<file path="src/rtl/ssmu_pkg.sv">
package ssmu_pkg;

    localparam int CAPACITY = 7;
    localparam int SYM_W    = 5;
    localparam int CNT_W    = 3;

    localparam logic [CNT_W-1:0] FULL_COUNT = CNT_W'(CAPACITY);

    typedef enum logic [1:0] {
        MODE_INSERT = 2'd0,
        MODE_REMOVE = 2'd1,
        MODE_QUERY  = 2'd2,
        MODE_NONE   = 2'd3
    } t_mode;

    // operation broadcast to every cell
    typedef struct packed {
        logic             ins_en;
        logic             rem_en;
        logic [SYM_W-1:0] symbol;
    } t_cell_ctl;

    // data handed from a cell to its right neighbor
    typedef struct packed {
        logic             le;
        logic             seen;
        logic [CNT_W-1:0] cnt;
        logic [SYM_W-1:0] entry;
    } t_link;

endpackage

</file>
<file path="src/rtl/ssmu_cell.sv">
module ssmu_cell (
    input  logic                    i_clk,
    input  ssmu_pkg::t_cell_ctl     i_ctl,
    input  logic                    i_occupied,
    input  ssmu_pkg::t_link         i_from_left,
    input  logic [ssmu_pkg::SYM_W-1:0] i_right_entry,
    output ssmu_pkg::t_link         o_to_right
);
    import ssmu_pkg::*;

    logic [SYM_W-1:0] r_entry;
    logic [SYM_W-1:0] n_entry;
    logic             match;
    logic             le;

    assign match = i_occupied && (r_entry == i_ctl.symbol);
    assign le    = i_occupied && (r_entry <= i_ctl.symbol);

    assign o_to_right.le    = le;
    assign o_to_right.seen  = i_from_left.seen | match;
    assign o_to_right.cnt   = i_from_left.cnt + CNT_W'(match);
    assign o_to_right.entry = r_entry;

    always_comb begin
        n_entry = r_entry;
        if (i_ctl.ins_en) begin
            // shift up past the insert point, drop the new code at it
            if (!i_from_left.le) begin
                n_entry = i_from_left.entry;
            end else if (!le) begin
                n_entry = i_ctl.symbol;
            end
        end else if (i_ctl.rem_en && o_to_right.seen) begin
            // close the gap from the first match upward
            n_entry = i_right_entry;
        end
    end

    always_ff @(posedge i_clk) begin
        r_entry <= n_entry;
    end

endmodule

</file>
<file path="src/rtl/sorted_small_multiset_unit.sv">
// the result is registered and valid in the cycle after the request is accepted
// throughput: one request per cycle while the input is not stalled; all cells compare and shift in the same cycle
// input is stalled only while a result is held and the output side stalls
// reset clears the fill count and the output valid; stored codes are not cleared
module sorted_small_multiset_unit (
    input  logic                        i_clk,
    input  logic                        i_rst_n,
    input  logic                        i_in_valid,
    output logic                        o_in_stall,
    input  logic [1:0]                  i_mode,
    input  logic [ssmu_pkg::SYM_W-1:0]  i_symbol,
    output logic                        o_out_valid,
    input  logic                        i_out_stall,
    output logic                        o_success,
    output logic [ssmu_pkg::CNT_W-1:0]  o_match_count,
    output logic [ssmu_pkg::CNT_W-1:0]  o_occupancy
);
    import ssmu_pkg::*;

    // control state
    logic [CNT_W-1:0] r_fill;
    logic [CNT_W-1:0] n_fill;
    logic             r_out_valid;
    // result payload
    logic             r_success;
    logic [CNT_W-1:0] r_match_count;
    logic [CNT_W-1:0] r_occupancy;

    logic             accept;
    t_mode            mode;
    logic             ins_ok;
    logic             rem_ok;
    logic             ok;
    logic [CNT_W-1:0] n_count;
    t_cell_ctl        ctl;

    // link i enters cell i from the left; link CAPACITY leaves the last cell
    t_link            link [CAPACITY+1];

    assign mode       = t_mode'(i_mode);
    assign o_in_stall = r_out_valid && i_out_stall;
    assign accept     = i_in_valid && !o_in_stall;

    // chain head: everything to the left counts as below the code
    assign link[0].le    = 1'b1;
    assign link[0].seen  = 1'b0;
    assign link[0].cnt   = '0;
    assign link[0].entry = '0;

    // matches and first-match flag come out of the tail of the chain
    always_comb begin
        ins_ok = 1'b0;
        rem_ok = 1'b0;
        ok     = 1'b0;
        case (mode)
            MODE_INSERT: begin
                ins_ok = (r_fill < FULL_COUNT);
                ok     = ins_ok;
            end
            MODE_REMOVE: begin
                rem_ok = link[CAPACITY].seen;
                ok     = rem_ok;
            end
            MODE_QUERY: begin
                ok = 1'b1;
            end
            default: begin
                ok = 1'b0;
            end
        endcase
    end

    assign ctl.ins_en = accept && ins_ok;
    assign ctl.rem_en = accept && rem_ok;
    assign ctl.symbol = i_symbol;

    // count and occupancy after the operation
    assign n_count = link[CAPACITY].cnt + CNT_W'(ins_ok) - CNT_W'(rem_ok);
    assign n_fill  = r_fill + CNT_W'(ctl.ins_en) - CNT_W'(ctl.rem_en);

    // row of cells, each holding one stored code
    for (genvar i = 0; i < CAPACITY; i++) begin : g_cell
        logic [SYM_W-1:0] right_entry;
        logic             occupied;

        if (i == CAPACITY - 1) begin : g_tail
            assign right_entry = link[i+1].entry;
        end else begin : g_body
            assign right_entry = link[i+2].entry;
        end

        assign occupied = (r_fill > CNT_W'(i));

        ssmu_cell u_cell (
            .i_clk         (i_clk),
            .i_ctl         (ctl),
            .i_occupied    (occupied),
            .i_from_left   (link[i]),
            .i_right_entry (right_entry),
            .o_to_right    (link[i+1])
        );
    end

    always_ff @(posedge i_clk) begin
        if (!i_rst_n) begin
            r_fill      <= '0;
            r_out_valid <= 1'b0;
        end else begin
            r_fill <= n_fill;
            if (accept) begin
                r_out_valid <= 1'b1;
            end else if (!i_out_stall) begin
                r_out_valid <= 1'b0;
            end
        end
    end

    // result register, loaded with each accepted request
    always_ff @(posedge i_clk) begin
        if (accept) begin
            r_success     <= ok;
            r_match_count <= n_count;
            r_occupancy   <= n_fill;
        end
    end

    assign o_out_valid   = r_out_valid;
    assign o_success     = r_success;
    assign o_match_count = r_match_count;
    assign o_occupancy   = r_occupancy;

endmodule
</file>
<file path="config.mk">
export PLATFORM = sky130hd
export DESIGN_NAME = sorted_small_multiset_unit
export DESIGN_NICKNAME = d
export VERILOG_FILES = /design/src/rtl/ssmu_pkg.sv /design/src/rtl/ssmu_cell.sv /design/src/rtl/sorted_small_multiset_unit.sv
export SDC_FILE = /design/constraint.sdc
export NUM_CORES = 1
export LEC_CHECK = 0
export ABC_CLOCK_PERIOD_IN_PS = 5700
export BUFFER_PORTS_ARGS = -buffer_cell sky130_fd_sc_hd__buf_2
export CAP_MARGIN = 20
export CORE_ASPECT_RATIO = 1.5
export CORE_MARGIN = 2
export CORE_UTILIZATION = 50
export DETAILED_ROUTE_END_ITERATION = 8
export PLACE_DENSITY = 0.72
export SETUP_SLACK_MARGIN = 0.4
export SLEW_MARGIN = 20
export SYNTH_ARGS = -nofsm -noshare
export SYNTH_HDL_FRONTEND = slang
export SYNTH_SLANG_ARGS = --single-unit
</file>
<file path="constraint.sdc">
create_clock -name i_clk -period 5.7 [get_ports i_clk]
set_input_delay 0.57 -clock i_clk [delete_from_list [all_inputs] [get_ports i_clk]]
set_output_delay 0.57 -clock i_clk [all_outputs]
set_load 0.005 [all_outputs]
</file>
==> metrics.txt <==
status=finished clean; WL per Instance=18.95 µm; Crit Path Max Fanout=11; global-route usage over all layers=22.70%; Post-Synth XOR/XNOR Area=0.7701%; Syn Nets=385; clk_lat worst skew=0.32 ns; Post-Synth Simple-Gate Area=14.08%; Synth Cell Area=0.003412 mm²; clk sinks=46; Layout area overhead=6.527%; EDFF count, synth=42; Synth Area in Compound Gates=16.17%; Clock Skew=0.007597 ns; top-area cell type share of the netlist area=36.96%; WS Path Type=reg -> reg; post-synth top area cell=edfxtp_1; RR Startpoint=r_fill[2]$_SDFF_PN0_; min cycle time layout=4.572 ns; Setup crit start=r_fill[2]$_SDFF_PN0_; count of state elements after synthesis=46; slew margin rel.=40.17%; worst min-delay path category=in -> reg; I/O Pins=20; CTS Root Cell=clkbuf_8; Async S/R FF share, synth=0%; row count=36; vias in the first global route=2527; warning count from the yosys run=0; Die Wd=71.45 µm; Final Max Tran Viols=0; Max IR drop VDD=0.0001539 V; gpl congestion=0.9026; share of cells above drive strength 1=12.54%; CTS HTree Levels=2; Area contributors post-synth=edfxtp_1 (37%), ha_1 (16%), o21ai_0 (3.7%), fa_1 (3.5%), mux2i_1 (3.5%); Die Ht=105.2 µm; FMAX=218.7 MHz; DRT Pass-1 Iters=8; Synth Area per Inst=10.50 µm²; Core ar.=0.006531 mm²; Max-Cap Viols=0; initial antenna violation count=0; Layout Nets=402; CTS tree=done; Overall Power=710.0 µW; clock buffer count from CTS=5; Final WS setup=1.128 ns; hold_sp=i_in_valid; Final Cycle Share=80.21%; sequential area share after synthesis=39.31%; hold_buf cts=0; flop-to-flop setup slack=1.13 ns; Hold WS=0.4793 ns; clk slew on worst S/H paths=0.09 ns; CTS Buffer Depth=2; Fin. Hold Viols=0; DR vias/cell=6.060; PortBufs=19; DP Area=0.003550 mm²; critical path arrival=4.65 ns; DP Wirelength=6.240 mm; Critical Path RT=5.78 ns; CP endpoint kind=flop; DRT antenna net count=0; Synth cell types=48; largest family of logic cells by synthesized area=adder cells; CTS-repair resized insts=0; Total Routed Length=7.939 mm; vias=2539; Static Leakage=0.001495 µW; fill count=556; Inserted Diodes=0; TNS Setup=0 ns; commonest non-fill, non-tap cell in the layout=ha_1; design area=0.003635 mm²; met2 usage=38.36%; Critical Path Source Type=flop; pre-CTS WS=0.8381 ns; RSZ-0062 raised after global routing=no; drc violations=0; most frequent cells in the layout=ha_1 (43), edfxtp_1 (42), nor2_1 (30), o21ai_0 (25), inv_1 (24); die area=0.007514 mm²; Synth Area in Adders=19.29%; mux contribution to synthesized area=5.721%; pin count of the biggest net entering global routing=61; initial drt markers=246; Initial Util=52.24%; Finish-stage setup viols=0; pwr dens=195.3 mW/mm²; grt ovf=0; busiest grt layer=met2; ys flop type=edfxtp_1; Least-Margin Pin Slew=0.8880 ns; postcts setup bufs=0; grt met1 use=27.89%; met3 Usage GRT=3.472%; Cells after Synth=325; first-pass GRT wire length=13.04 mm
-- through the flow --
stage          utilization (%)  cells
2_1_floorplan                -    325
3_3_place_gp             54.35    411
3_5_place_dp             54.35    411
4_1_cts                  55.65    419
5_1_grt                  55.65    419
6_report                 55.65    419
-- kinds of logic after synthesis --
logic type / after synthesis
AND/OR/NAND/NOR: 91
AO/OA/AOI/OAI: 83
adder cells (fa/ha/maj): 49
flip-flops: 46
buffers and inverters: 35
multiplexers: 18
XOR/XNOR: 3
-- critical path, cell delays in order, from the launching register on --
cell	delay, ns
dfxtp_1	0.56
inv_1	0.19
ha_1	0.22
and3b_1	0.19
o211ai_1	0.36
nand4_1	0.24
and4bb_1	0.37
nor2_1	0.06
ha_1	0.31
fa_1	0.48
fa_1	0.51
inv_1	0.04
ha_1	0.18
fa_1	0.38
xnor2_1	0.19
xnor2_1	0.08
-- where the power goes --
part           switching (µW)  internal [µW]  total, µW
clock                     118           84.1        202
combinational            72.1           43.2        115
sequential               9.68            383        392
-- layer usage --
metal	routed length (µm)	share of wire, %	vias to the layer above
met5	0	0	-
met4	363	4.6	0
met3	295	3.7	23
met2	4088	51	63
met1	3192	40	1207
li1	-	-	1246
-- flip-flops by register name, summed over array words and instances (netlist names) --
signal and flops:
o_match_count 3, r_fill 3, g_cell.u_cell.r_entry 35, o_out_valid 1
o_success 1, o_occupancy 3
-- Yosys cell counts (2+ instances only) --
master	count
ha_1	43
edfxtp_1	42
nor2_1	30
o21ai_0	25
inv_1	24
a21oi_1	17
nand3_1	16
mux2i_1	12
a31oi_1	11
nand2_1	11
buf_2	7
and2_1	6
fa_1	6
nor2b_1	6
a211oi_1	5
o22ai_1	5
dfxtp_1	4
mux2_2	4
a21o_1	3
a31o_2	3
and3_1	3
nand4_1	3
o221ai_1	3
xnor2_1	3
a2111o_1	2
and4_1	2
buf_6	2
mux2_4	2
nor3_1	2
nor3b_1	2
o211ai_1	2
o21a_1	2
or3_1	2
-- final timing paths --
path,endpoint,depth (start not counted)
worst max-delay path,o_match_count[2]$_DFFE_PP_,15
worst min-delay path,o_out_valid$_SDFFE_PN0P_,2
worst max register to register,o_match_count[2]$_DFFE_PP_,15
worst min register to register,o_out_valid$_SDFFE_PN0P_,2
-- layout make-up --
cell class / count / area, µm² / share of cell area (%)
clock buffer: 5 / 68.82 / 1.893
clock inverter: 3 / 16.27 / 0.4475
inverter: 24 / 90.09 / 2.478
multi-input combinational: 244 / 1913 / 52.63
sequential: 46 / 1341 / 36.90
tap: 76 / 95.09 / 2.616
timing repair buffer: 21 / 110.1 / 3.029
(Power assumes the default switching activity.)
